==> src/design/periodic_timer_list_engine_core_macros.svh <==
// Assertion macros used by the timer list engine sequencer.
`ifndef PERIODIC_TIMER_LIST_ENGINE_CORE_MACROS_SVH
`define PERIODIC_TIMER_LIST_ENGINE_CORE_MACROS_SVH
`ifndef SYNTHESIS
// Property that must hold at every rising clock edge outside reset.
`define PTLE_ASSERT(lbl, prop) \
  lbl: assert property (@(posedge clk) disable iff (rst) (prop)) \
    else $error("timer list engine: assertion failed");
// Condition that must be followed by a consequence in the next cycle.
`define PTLE_ASSERT_NEXT(lbl, pre, post) \
  lbl: assert property (@(posedge clk) disable iff (rst) (pre) |=> (post)) \
    else $error("timer list engine: sequencing assertion failed");
`else
`define PTLE_ASSERT(lbl, prop)
`define PTLE_ASSERT_NEXT(lbl, pre, post)
`endif
`endif

==> src/design/ptle_pkg.sv <==
// Types, sizes and action codes of the periodic timer list engine.
package ptle_pkg;

  localparam int MAX_TIMERS = 16;
  localparam int IDX_W = (MAX_TIMERS > 1) ? $clog2(MAX_TIMERS) : 1;
  localparam int CNT_W = $clog2(MAX_TIMERS + 1);

  localparam int ACT_W = 3;
  localparam int ID_W  = 16;
  localparam int PER_W = 32;
  localparam int DUE_W = 64;

  localparam logic [ACT_W-1:0] ACT_START = 3'd0;
  localparam logic [ACT_W-1:0] ACT_STOP  = 3'd1;
  localparam logic [ACT_W-1:0] ACT_QUERY = 3'd2;
  localparam logic [ACT_W-1:0] ACT_TICK  = 3'd3;
  localparam logic [ACT_W-1:0] ACT_CLEAR = 3'd4;

  // One list entry as held in the entry memory.
  typedef struct packed {
    logic [ID_W-1:0]  id;
    logic [DUE_W-1:0] due;
    logic [PER_W-1:0] period;
  } entry_t;

  // Access request from the sequencer to the entry memory.
  typedef struct packed {
    logic             wr_en;
    logic [IDX_W-1:0] wr_addr;
    entry_t           wr_data;
    logic             rd_en;
    logic [IDX_W-1:0] rd_addr;
  } mem_req_t;

  // One result beat.
  typedef struct packed {
    logic             ok;
    logic             fired_valid;
    logic [ID_W-1:0]  fired_id;
    logic [DUE_W-1:0] rest_ticks;
    logic             last;
  } result_t;

endpackage

==> src/design/ptle_in_if.sv <==
// Command channel of the timer list engine.
interface ptle_in_if;
  logic                          valid;
  logic                          ready;
  logic [ptle_pkg::ACT_W-1:0]    action;
  logic [ptle_pkg::ID_W-1:0]     tmr_id;
  logic [ptle_pkg::PER_W-1:0]    period;
  logic [ptle_pkg::DUE_W-1:0]    now_tick;

  modport source (output valid, action, tmr_id, period, now_tick, input ready);
  modport sink (input valid, action, tmr_id, period, now_tick, output ready);
endinterface

==> src/design/ptle_out_if.sv <==
// Result channel of the timer list engine.
interface ptle_out_if;
  logic                          valid;
  logic                          ready;
  logic                          ok;
  logic                          fired_valid;
  logic [ptle_pkg::ID_W-1:0]     fired_id;
  logic [ptle_pkg::DUE_W-1:0]    rest_ticks;
  logic                          last;

  modport source (output valid, ok, fired_valid, fired_id, rest_ticks, last, input ready);
  modport sink (input valid, ok, fired_valid, fired_id, rest_ticks, last, output ready);
endinterface

==> src/design/ptle_entry_mem.sv <==
// Entry memory: one write port and one registered read port.
module ptle_entry_mem (
  input  logic               clk,
  input  ptle_pkg::mem_req_t req,
  output ptle_pkg::entry_t   rd_data
);

  ptle_pkg::entry_t mem [ptle_pkg::MAX_TIMERS];

  // Write port.
  always_ff @(posedge clk) begin
    if (req.wr_en) begin
      mem[req.wr_addr] <= req.wr_data;
    end
  end

  // Read port; the data holds while no read is issued.
  always_ff @(posedge clk) begin
    if (req.rd_en) begin
      rd_data <= mem[req.rd_addr];
    end
  end

endmodule

==> src/design/ptle_seq.sv <==
// Sequencer: walks the entry memory, rewrites entries and drives result beats.
`include "periodic_timer_list_engine_core_macros.svh"

module ptle_seq (
  input  logic               clk,
  input  logic               rst,
  ptle_in_if.sink            in_ch,
  ptle_out_if.source         out_ch,
  output ptle_pkg::mem_req_t mem_req,
  input  ptle_pkg::entry_t   rd_data
);

  typedef enum logic [2:0] {
    S_IDLE = 3'b001,
    S_SCAN = 3'b010,
    S_DONE = 3'b100
  } state_t;

  state_t                        state;
  logic [ptle_pkg::ACT_W-1:0]    act;
  logic [ptle_pkg::ID_W-1:0]     cmd_id;
  logic [ptle_pkg::PER_W-1:0]    cmd_period;
  logic [ptle_pkg::DUE_W-1:0]    now;
  logic [ptle_pkg::CNT_W-1:0]    count;
  logic [ptle_pkg::CNT_W-1:0]    rd_addr;
  logic [ptle_pkg::IDX_W-1:0]    rd_idx;
  logic                          ev_valid;
  logic                          found;
  logic [ptle_pkg::DUE_W-1:0]    rest;
  logic                          pend_valid;
  logic [ptle_pkg::ID_W-1:0]     pend_id;
  logic                          out_valid;
  ptle_pkg::result_t             out_res;

  logic                          accept;
  logic                          can_push;
  logic                          due_hit;
  logic                          id_match;
  logic                          fire_rep;
  logic                          stall;
  logic                          scan_go;
  logic                          more;
  logic                          full;
  logic                          push;
  ptle_pkg::result_t             push_res;
  logic [ptle_pkg::DUE_W-1:0]    rearm;
  logic [ptle_pkg::DUE_W-1:0]    start_due;
  logic [ptle_pkg::DUE_W-1:0]    rest_calc;

  // Handshake and entry evaluation.
  always_comb begin
    accept    = in_ch.valid && in_ch.ready;
    can_push  = !out_valid || out_ch.ready;
    due_hit   = (rd_data.period != '0) && (rd_data.due <= now);
    id_match  = (rd_data.id == cmd_id);
    rearm     = now + ptle_pkg::DUE_W'(rd_data.period);
    start_due = now + ptle_pkg::DUE_W'(cmd_period);
    rest_calc = (rd_data.due >= now) ? (rd_data.due - now) : '0;
    fire_rep  = ev_valid && (act == ptle_pkg::ACT_TICK) && due_hit && (rd_data.id != '0);
    stall     = fire_rep && pend_valid && !can_push;
    scan_go   = (state == S_SCAN) && !stall;
    more      = (rd_addr < count);
    full      = (count >= ptle_pkg::CNT_W'(ptle_pkg::MAX_TIMERS));
  end

  // Result beat selection.
  always_comb begin
    push     = 1'b0;
    push_res = '0;
    case (state)
      S_SCAN: begin
        // A new fired id releases the one held back, which is then not the last.
        if (scan_go && fire_rep && pend_valid) begin
          push                 = 1'b1;
          push_res.fired_valid = 1'b1;
          push_res.fired_id    = pend_id;
        end
      end
      S_DONE: begin
        push          = can_push;
        push_res.last = 1'b1;
        case (act)
          ptle_pkg::ACT_START: push_res.ok = !full;
          ptle_pkg::ACT_STOP:  push_res.ok = found;
          ptle_pkg::ACT_QUERY: push_res.rest_ticks = rest;
          ptle_pkg::ACT_TICK: begin
            push_res.fired_valid = pend_valid;
            push_res.fired_id    = pend_valid ? pend_id : '0;
          end
          default: push_res.ok = 1'b0;
        endcase
      end
      default: push = 1'b0;
    endcase
  end

  // Memory requests.
  always_comb begin
    mem_req = '0;
    if (scan_go && more) begin
      mem_req.rd_en   = 1'b1;
      mem_req.rd_addr = rd_addr[ptle_pkg::IDX_W-1:0];
    end
    if (scan_go && ev_valid) begin
      if ((act == ptle_pkg::ACT_TICK) && due_hit) begin
        mem_req.wr_en          = 1'b1;
        mem_req.wr_addr        = rd_idx;
        mem_req.wr_data.id     = rd_data.id;
        mem_req.wr_data.due    = rearm;
        mem_req.wr_data.period = rd_data.period;
      end else if ((act == ptle_pkg::ACT_STOP) && found) begin
        // Close the gap: each later entry moves down by one place.
        mem_req.wr_en   = 1'b1;
        mem_req.wr_addr = rd_idx - ptle_pkg::IDX_W'(1);
        mem_req.wr_data = rd_data;
      end
    end
    if ((state == S_DONE) && can_push && (act == ptle_pkg::ACT_START) && !full) begin
      mem_req.wr_en   = 1'b1;
      mem_req.wr_addr = count[ptle_pkg::IDX_W-1:0];
      if (cmd_period != '0) begin
        mem_req.wr_data.id     = cmd_id;
        mem_req.wr_data.due    = start_due;
        mem_req.wr_data.period = cmd_period;
      end
    end
  end

  // Output register.
  always_ff @(posedge clk) begin
    if (rst) begin
      out_valid <= 1'b0;
    end else if (push) begin
      out_valid <= 1'b1;
      out_res   <= push_res;
    end else if (out_ch.ready) begin
      out_valid <= 1'b0;
    end
  end

  // Command sequencing.
  always_ff @(posedge clk) begin
    if (rst) begin
      state      <= S_IDLE;
      count      <= '0;
      ev_valid   <= 1'b0;
      found      <= 1'b0;
      pend_valid <= 1'b0;
    end else begin
      case (state)
        S_IDLE: begin
          if (accept) begin
            act        <= in_ch.action;
            cmd_id     <= in_ch.tmr_id;
            cmd_period <= in_ch.period;
            now        <= in_ch.now_tick;
            rd_addr    <= '0;
            rest       <= '0;
            found      <= 1'b0;
            pend_valid <= 1'b0;
            ev_valid   <= 1'b0;
            if (in_ch.action inside {ptle_pkg::ACT_STOP, ptle_pkg::ACT_QUERY,
                                     ptle_pkg::ACT_TICK}) begin
              state <= S_SCAN;
            end else begin
              state <= S_DONE;
            end
          end
        end
        S_SCAN: begin
          if (scan_go) begin
            ev_valid <= more;
            if (more) begin
              rd_addr <= rd_addr + ptle_pkg::CNT_W'(1);
              rd_idx  <= rd_addr[ptle_pkg::IDX_W-1:0];
            end else begin
              state <= S_DONE;
            end
            if (ev_valid && !found && id_match &&
                (act == ptle_pkg::ACT_STOP || act == ptle_pkg::ACT_QUERY)) begin
              found <= 1'b1;
              rest  <= rest_calc;
            end
            if (fire_rep) begin
              pend_valid <= 1'b1;
              pend_id    <= rd_data.id;
            end
          end
        end
        S_DONE: begin
          if (can_push) begin
            state <= S_IDLE;
            if ((act == ptle_pkg::ACT_START) && !full) begin
              count <= count + ptle_pkg::CNT_W'(1);
            end else if ((act == ptle_pkg::ACT_STOP) && found) begin
              count <= count - ptle_pkg::CNT_W'(1);
            end else if (act == ptle_pkg::ACT_CLEAR) begin
              count <= '0;
            end
          end
        end
        default: state <= S_IDLE;
      endcase
    end
  end

  // Channel drive.
  always_comb begin
    in_ch.ready        = (state == S_IDLE);
    out_ch.valid       = out_valid;
    out_ch.ok          = out_res.ok;
    out_ch.fired_valid = out_res.fired_valid;
    out_ch.fired_id    = out_res.fired_id;
    out_ch.rest_ticks  = out_res.rest_ticks;
    out_ch.last        = out_res.last;
  end

  `PTLE_ASSERT(a_count_bound, count <= ptle_pkg::CNT_W'(ptle_pkg::MAX_TIMERS))
  `PTLE_ASSERT(a_scan_wr_in_list, (state == S_SCAN && mem_req.wr_en) |-> (ptle_pkg::CNT_W'(mem_req.wr_addr) < count))
  `PTLE_ASSERT(a_pend_tick_only, pend_valid |-> (act == ptle_pkg::ACT_TICK))
  `PTLE_ASSERT(a_idle_no_push, (state == S_IDLE) |-> !push)
  `PTLE_ASSERT_NEXT(a_done_to_idle, state == S_DONE && can_push, state == S_IDLE)

endmodule

==> src/design/periodic_timer_list_engine_core.sv <==
// Top level of the periodic timer list engine.
//
// Commands arrive as beats on in_ch (action, tmr_id, period, now_tick) and
// results leave as beats on out_ch; the final beat of a command has last set.
// Start, clear and unused codes go straight to the done state for one beat.
// Stop, query and tick walk the list through the entry memory, one read per
// cycle while the walk is not paused, each read result being registered in
// the entry memory before it is handled. A tick gives one beat per fired
// timer with a nonzero id, or a single beat with fired_valid low when none
// fired. The entry memory has one read and one write port, and a stop moves
// each later entry down one place as it passes. A new command is taken only
// once the previous one has handed over its last beat; that beat may still
// wait in the output register. When the receiver stalls, the walk pauses on
// the entry that would need a second beat in flight and resumes as soon as
// the output register frees. Reset empties the list; entry contents are not
// cleared and need no pass.
module periodic_timer_list_engine_core (
  input  logic       clk,
  input  logic       rst,
  ptle_in_if.sink    in_ch,
  ptle_out_if.source out_ch
);

  ptle_pkg::mem_req_t mem_req;
  ptle_pkg::entry_t   rd_data;

  // Command sequencer and result register.
  ptle_seq u_seq (
    .clk     (clk),
    .rst     (rst),
    .in_ch   (in_ch),
    .out_ch  (out_ch),
    .mem_req (mem_req),
    .rd_data (rd_data)
  );

  // Timer entry storage.
  ptle_entry_mem u_mem (
    .clk     (clk),
    .req     (mem_req),
    .rd_data (rd_data)
  );

endmodule
==> src/flat_wrapper.sv <==
// flat-port wrapper written by rule: the top's interface ports become plain ports
module periodic_timer_list_engine_core_flat 
  (clk, rst, in_ch_valid, in_ch_action, in_ch_tmr_id, in_ch_period, in_ch_now_tick, in_ch_ready, out_ch_valid, out_ch_ok, out_ch_fired_valid, out_ch_fired_id, out_ch_rest_ticks, out_ch_last, out_ch_ready);
  ptle_in_if in_ch_i ();
  ptle_out_if out_ch_i ();
  input  logic clk;
  input  logic rst;
  input wire logic [$bits(in_ch_i.valid)-1:0] in_ch_valid;
  input wire logic [$bits(in_ch_i.action)-1:0] in_ch_action;
  input wire logic [$bits(in_ch_i.tmr_id)-1:0] in_ch_tmr_id;
  input wire logic [$bits(in_ch_i.period)-1:0] in_ch_period;
  input wire logic [$bits(in_ch_i.now_tick)-1:0] in_ch_now_tick;
  output wire logic [$bits(in_ch_i.ready)-1:0] in_ch_ready;
  output wire logic [$bits(out_ch_i.valid)-1:0] out_ch_valid;
  output wire logic [$bits(out_ch_i.ok)-1:0] out_ch_ok;
  output wire logic [$bits(out_ch_i.fired_valid)-1:0] out_ch_fired_valid;
  output wire logic [$bits(out_ch_i.fired_id)-1:0] out_ch_fired_id;
  output wire logic [$bits(out_ch_i.rest_ticks)-1:0] out_ch_rest_ticks;
  output wire logic [$bits(out_ch_i.last)-1:0] out_ch_last;
  input wire logic [$bits(out_ch_i.ready)-1:0] out_ch_ready;
  assign in_ch_i.valid = in_ch_valid;
  assign in_ch_i.action = in_ch_action;
  assign in_ch_i.tmr_id = in_ch_tmr_id;
  assign in_ch_i.period = in_ch_period;
  assign in_ch_i.now_tick = in_ch_now_tick;
  assign in_ch_ready = in_ch_i.ready;
  assign out_ch_valid = out_ch_i.valid;
  assign out_ch_ok = out_ch_i.ok;
  assign out_ch_fired_valid = out_ch_i.fired_valid;
  assign out_ch_fired_id = out_ch_i.fired_id;
  assign out_ch_rest_ticks = out_ch_i.rest_ticks;
  assign out_ch_last = out_ch_i.last;
  assign out_ch_i.ready = out_ch_ready;
  periodic_timer_list_engine_core u_core (.clk(clk), .rst(rst), .in_ch(in_ch_i), .out_ch(out_ch_i));
endmodule
==> config.mk <==
export PLATFORM = sky130hd
export DESIGN_NAME = periodic_timer_list_engine_core_flat
export DESIGN_NICKNAME = d
export VERILOG_FILES = /design/src/design/ptle_pkg.sv /design/src/design/ptle_in_if.sv /design/src/design/ptle_out_if.sv /design/src/design/ptle_entry_mem.sv /design/src/design/ptle_seq.sv /design/src/design/periodic_timer_list_engine_core.sv /design/src/flat_wrapper.sv
export VERILOG_INCLUDE_DIRS = /design/src /design/src/design
export SDC_FILE = /design/constraint.sdc
export NUM_CORES = 2
export LEC_CHECK = 0
export BUFFER_PORTS_ARGS = -buffer_cell sky130_fd_sc_hd__clkbuf_2
export CORE_ASPECT_RATIO = 0.5
export CORE_UTILIZATION = 58
export CTS_BUF_LIST = sky130_fd_sc_hd__clkbuf_8
export DETAILED_ROUTE_END_ITERATION = 6
export GPL_TIMING_DRIVEN = 0
export PLACE_DENSITY = 0.75
export SKIP_CTS_REPAIR_TIMING = 1
export SYNTH_ARGS = -nofsm -noshare
export SYNTH_HDL_FRONTEND = slang
export SYNTH_SLANG_ARGS = --single-unit
==> constraint.sdc <==
create_clock -name clk -period 16 [get_ports clk]
set_clock_uncertainty 0.1 [all_clocks]
set_input_delay 2.4 -clock clk [delete_from_list [all_inputs] [get_ports clk]]
set_output_delay 2.4 -clock clk [all_outputs]
set_load 0.03 [all_outputs]
==> impl_metrics.py <==
metrics = {
    "cells_and_area": {
        "seq_area_um2": 66000,
        "multi_input_area_um2": 28100,
        "nFillCells": 11379,
        "utilization_pct": 65.9,
        "nets": 7492,
        "drive_gt1_share_pct": 18.1,
        "synthToLayoutAreaGrowth_pct": 12.4,
    },
    "floorplanning": {
        "start_util_pct": 58.7,
        "core.rowCount": 105,
        "fp.dieW_um": 579,
        "dieArea_um2": 168000,
        "io_pins": 204,
        "die_y_um": 291,
        "core_area_um2": 165000,
    },
    "setup_path": {
        "crit_fanout": 10,
        "arrival_ns": 8.90,
        "end_kind": "flip-flop",
        "required_ns": 16.50,
        "worst_setup_path_start_kind": "flip-flop",
        "worstSetupPathType": "reg2reg",
    },
    "power": {
        "power.switching_mw": 2.83,
        "power_mw": 11.3,
        "internal_power_mw": 8.48,
        "combPwrFrac_pct": 7.7,
        "p_seq_share_pct": 56.1,
        "p_leak_nw": 35.1,
        "ir_drop_uv": 72.9,
        "powerDensity_nw_per_um2": 104,
        "swShare_pct": 25.0,
        "clockPowerShare_pct": 36.1,
    },
    "logic_synthesis": {
        "synth_top_flop_cell": "edfxtp_1",
        "synth.largest_area_cell": "edfxtp_1",
        "yosysTopAreaCellShare_pct": 68.1,
        "syn_area_um2": 96600,
        "seq_area_frac_synth_pct": 68.4,
        "synth_cell_types": 74,
        "netlist_instances": 6589,
        "synth_warnings": 0,
        "synthTopCellsByArea": "edfxtp_1, mux2_2, a21oi_1",
        "syn_nets": 6847,
        "synth_edf_count": 2191,
        "ys_ff_latch": 2203,
        "syn_avg_cell_area_um2": 14.7,
        "synthArstFlopShare_pct": 0,
    },
    "routing": {
        "drt_first_pass_iters": 7,
        "drt-total-wl_mm": 318,
        "via_per_inst": 6.88,
        "drc": 5,
        "wire_per_inst_um": 32.9,
        "vias": 66453,
        "antenna_left": 0,
        "drt_iter0_markers": 11332,
    },
    "global_routing": {
        "grt_overflow_total": 0,
        "grt_pass1_wl_mm": 445,
        "grt_pass1_vias": 64002,
        "grt_start_max_net_pins": 68,
        "antenna_found_initial": 14,
        "track_usage_pct": 37.4,
    },
    "worst_hold_path": {
        "hp-class": "reg2reg",
    },
    "cts": {
        "root_buffer": "clkbuf_8",
        "clk_pin_slew_ns": 0.07,
        "cts_max_path_buffers": 4,
        "clk_latency_ns": 0.97,
        "cts.sinks": 2203,
        "cts_tree": "yes",
        "cts_max_level": 5,
        "numCtsBuffers": 308,
    },
    "placement": {
        "port_buffers": 202,
        "dp_hpwl_mm": 224,
        "place_congestion": 1.02,
    },
    "sta": {
        "finalSetupViolations": 0,
        "relSlewSlack_pct": -10.8,
        "fmax_mhz": 119,
        "fin_crit_ns": 8.40,
        "worst_pin_slew_ns": 1.66,
        "setup_tns_ns": 0,
        "grt_setup_unrepaired": "false",
        "hold_viol": 0,
        "maxSlewViolCount": 44,
        "fin_crit_sh_pct": 52.5,
    },
    "run_status": {
        "violations": "design-rule violations, max-capacitance violations, max-slew violations",
        "status": "complete, but fails checks",
    },
    "run": {
        "cap_violations": 5,
    },
}
Yosys cell counts, types with 8 or more instances:
library cell	number
nor3_1	39
a22oi_1	38
clkbuf_1	314
a22o_1	49
nand2_1	285
a211oi_1	223
nor2_1	310
nand4_1	38
ha_1	136
xor2_1	58
xnor2_1	117
o21bai_1	18
buf_2	33
and3_1	16
nand2b_1	26
o21a_1	27
mux2_2	411
nand3_1	48
o21ai_0	125
o221ai_1	107
nor3b_1	9
mux2i_1	117
a21oi_1	608
a221oi_1	121
nor4_1	30
or3_1	16
buf_6	10
nor2b_1	28
inv_1	314
edfxtp_1	2191
a21o_1	73
and2_1	92
mux4_2	110
buf_1	25
dfxtp_1	12
o22ai_1	247
mux2_1	36
a31oi_1	16
o211ai_1	8
o31ai_1	8
power by group through the flow:
stage / clock, mW / sequential [mW] / combinational, mW
finish: 4.09 / 6.35 / 0.873
global placement: 0 / 6.48 / 0.807
detailed placement: 0 / 6.47 / 0.829
floorplan: 0 / 6.45 / 0.509
global route: 4.31 / 6.34 / 0.908
CTS: 4.06 / 6.35 / 0.834
flip-flops by register name (all words and copies together), names as in the netlist, 32 cells and up:
register and flops:
u_core.u_mem.mem 1792, u_core.u_mem.rd_data 112, u_core.u_seq.cmd_period 32, u_core.u_seq.now 64, u_core.u_seq.out_ch.rest_ticks 64, u_core.u_seq.rest 64
cell families (layout without fill, tap and decap cells):
| logic type | after synthesis | count (layout) | synth area share [%] |
|---|---|---|---|
| simple gates | 959 | 959 | 4.63 |
| other cells | 0 | 21 | 0 |
| compound gates | 1739 | 1739 | 11.7 |
| mux | 674 | 674 | 8.99 |
| flops | 2203 | 2203 | 68.4 |
| xor+xnor | 175 | 175 | 1.59 |
| buf+inv | 700 | 1561 | 2.85 |
| fa+ha+maj | 139 | 139 | 1.82 |
placed cells by master, fill, tap and decap left out, drive strengths merged, types with 204 or more instances in the layout:
master / n
a211oi: 223
a21oi: 609
buf: 204
clkbuf: 829
edfxtp: 2191
inv: 424
mux2: 447
nand2: 285
nor2: 310
o22ai: 247
metrics by stage:
step | cells | hold slack [ns] | setup slack (ns) | instance area (um^2)
after global placement | 8984 | 0.362 | -7.35 | 100000
after CTS | 9641 | 0.392 | 8.12 | 108000
after detailed placement | 9115 | 0.378 | 8.15 | 103000
after floorplan | 6589 | 0.351 | 4.04 | 96600
final | 9664 | 0.398 | 7.60 | 109000
after global routing | 9648 | 0.418 | 7.67 | 109000
per-layer routing:
metal  GRT usage, %  wire length (um)  vias up
met5          0.766               467        -
met4           19.4             18400       14
met3           14.1             51800      993
met2           52.1            132000     5697
met1           51.1            115000    32532
li1               -                 -    27217
worst paths after layout:
path                            depth (start not counted)                               start  slack, ns                                              end
worst min register to register                          1  u_core.u_seq.rest[4]$_SDFFCE_PN0P_       0.40  u_core.u_seq.out_ch.rest_ticks[4]$_SDFFCE_PN0P_
worst min-delay path                                    1  u_core.u_seq.rest[4]$_SDFFCE_PN0P_       0.40  u_core.u_seq.out_ch.rest_ticks[4]$_SDFFCE_PN0P_
worst max-delay path                                   18      u_core.u_seq.now[10]$_DFFE_PP_       7.60                u_core.u_mem.mem[1][21]$_DFFE_PP_
worst max register to register                         18      u_core.u_seq.now[10]$_DFFE_PP_       7.60                u_core.u_mem.mem[1][21]$_DFFE_PP_
critical path, cell delays in order, from the launching register on:
cell      delay, ns
edfxtp_1       0.66
inv_1          0.11
ha_1           0.41
nand2_1        0.10
nor3_1         0.64
nand4_1        0.64
nor4_4         0.78
inv_1          0.19
a21oi_1        0.43
clkbuf_1       1.17
a21oi_1        0.17
o21ai_0        0.38
nand2b_1       0.33
nor3_2         0.72
buf_6          0.28
buf_6          0.20
buf_6          0.20
buf_4          0.23
buf_4          0.24
area by class of cell:
cell class / instances / area share, %
flip-flops and latches: 2203 / 60.8
repair buffers: 335 / 3.23
diodes: 21 / 0.0484
clock inverters: 213 / 0.988
clock buffers: 313 / 3.97
multi-input cells: 3686 / 25.9
well taps: 2193 / 2.53
plain buffers: 385 / 1.47
inverters: 315 / 1.10
(Power assumes the default switching activity.)
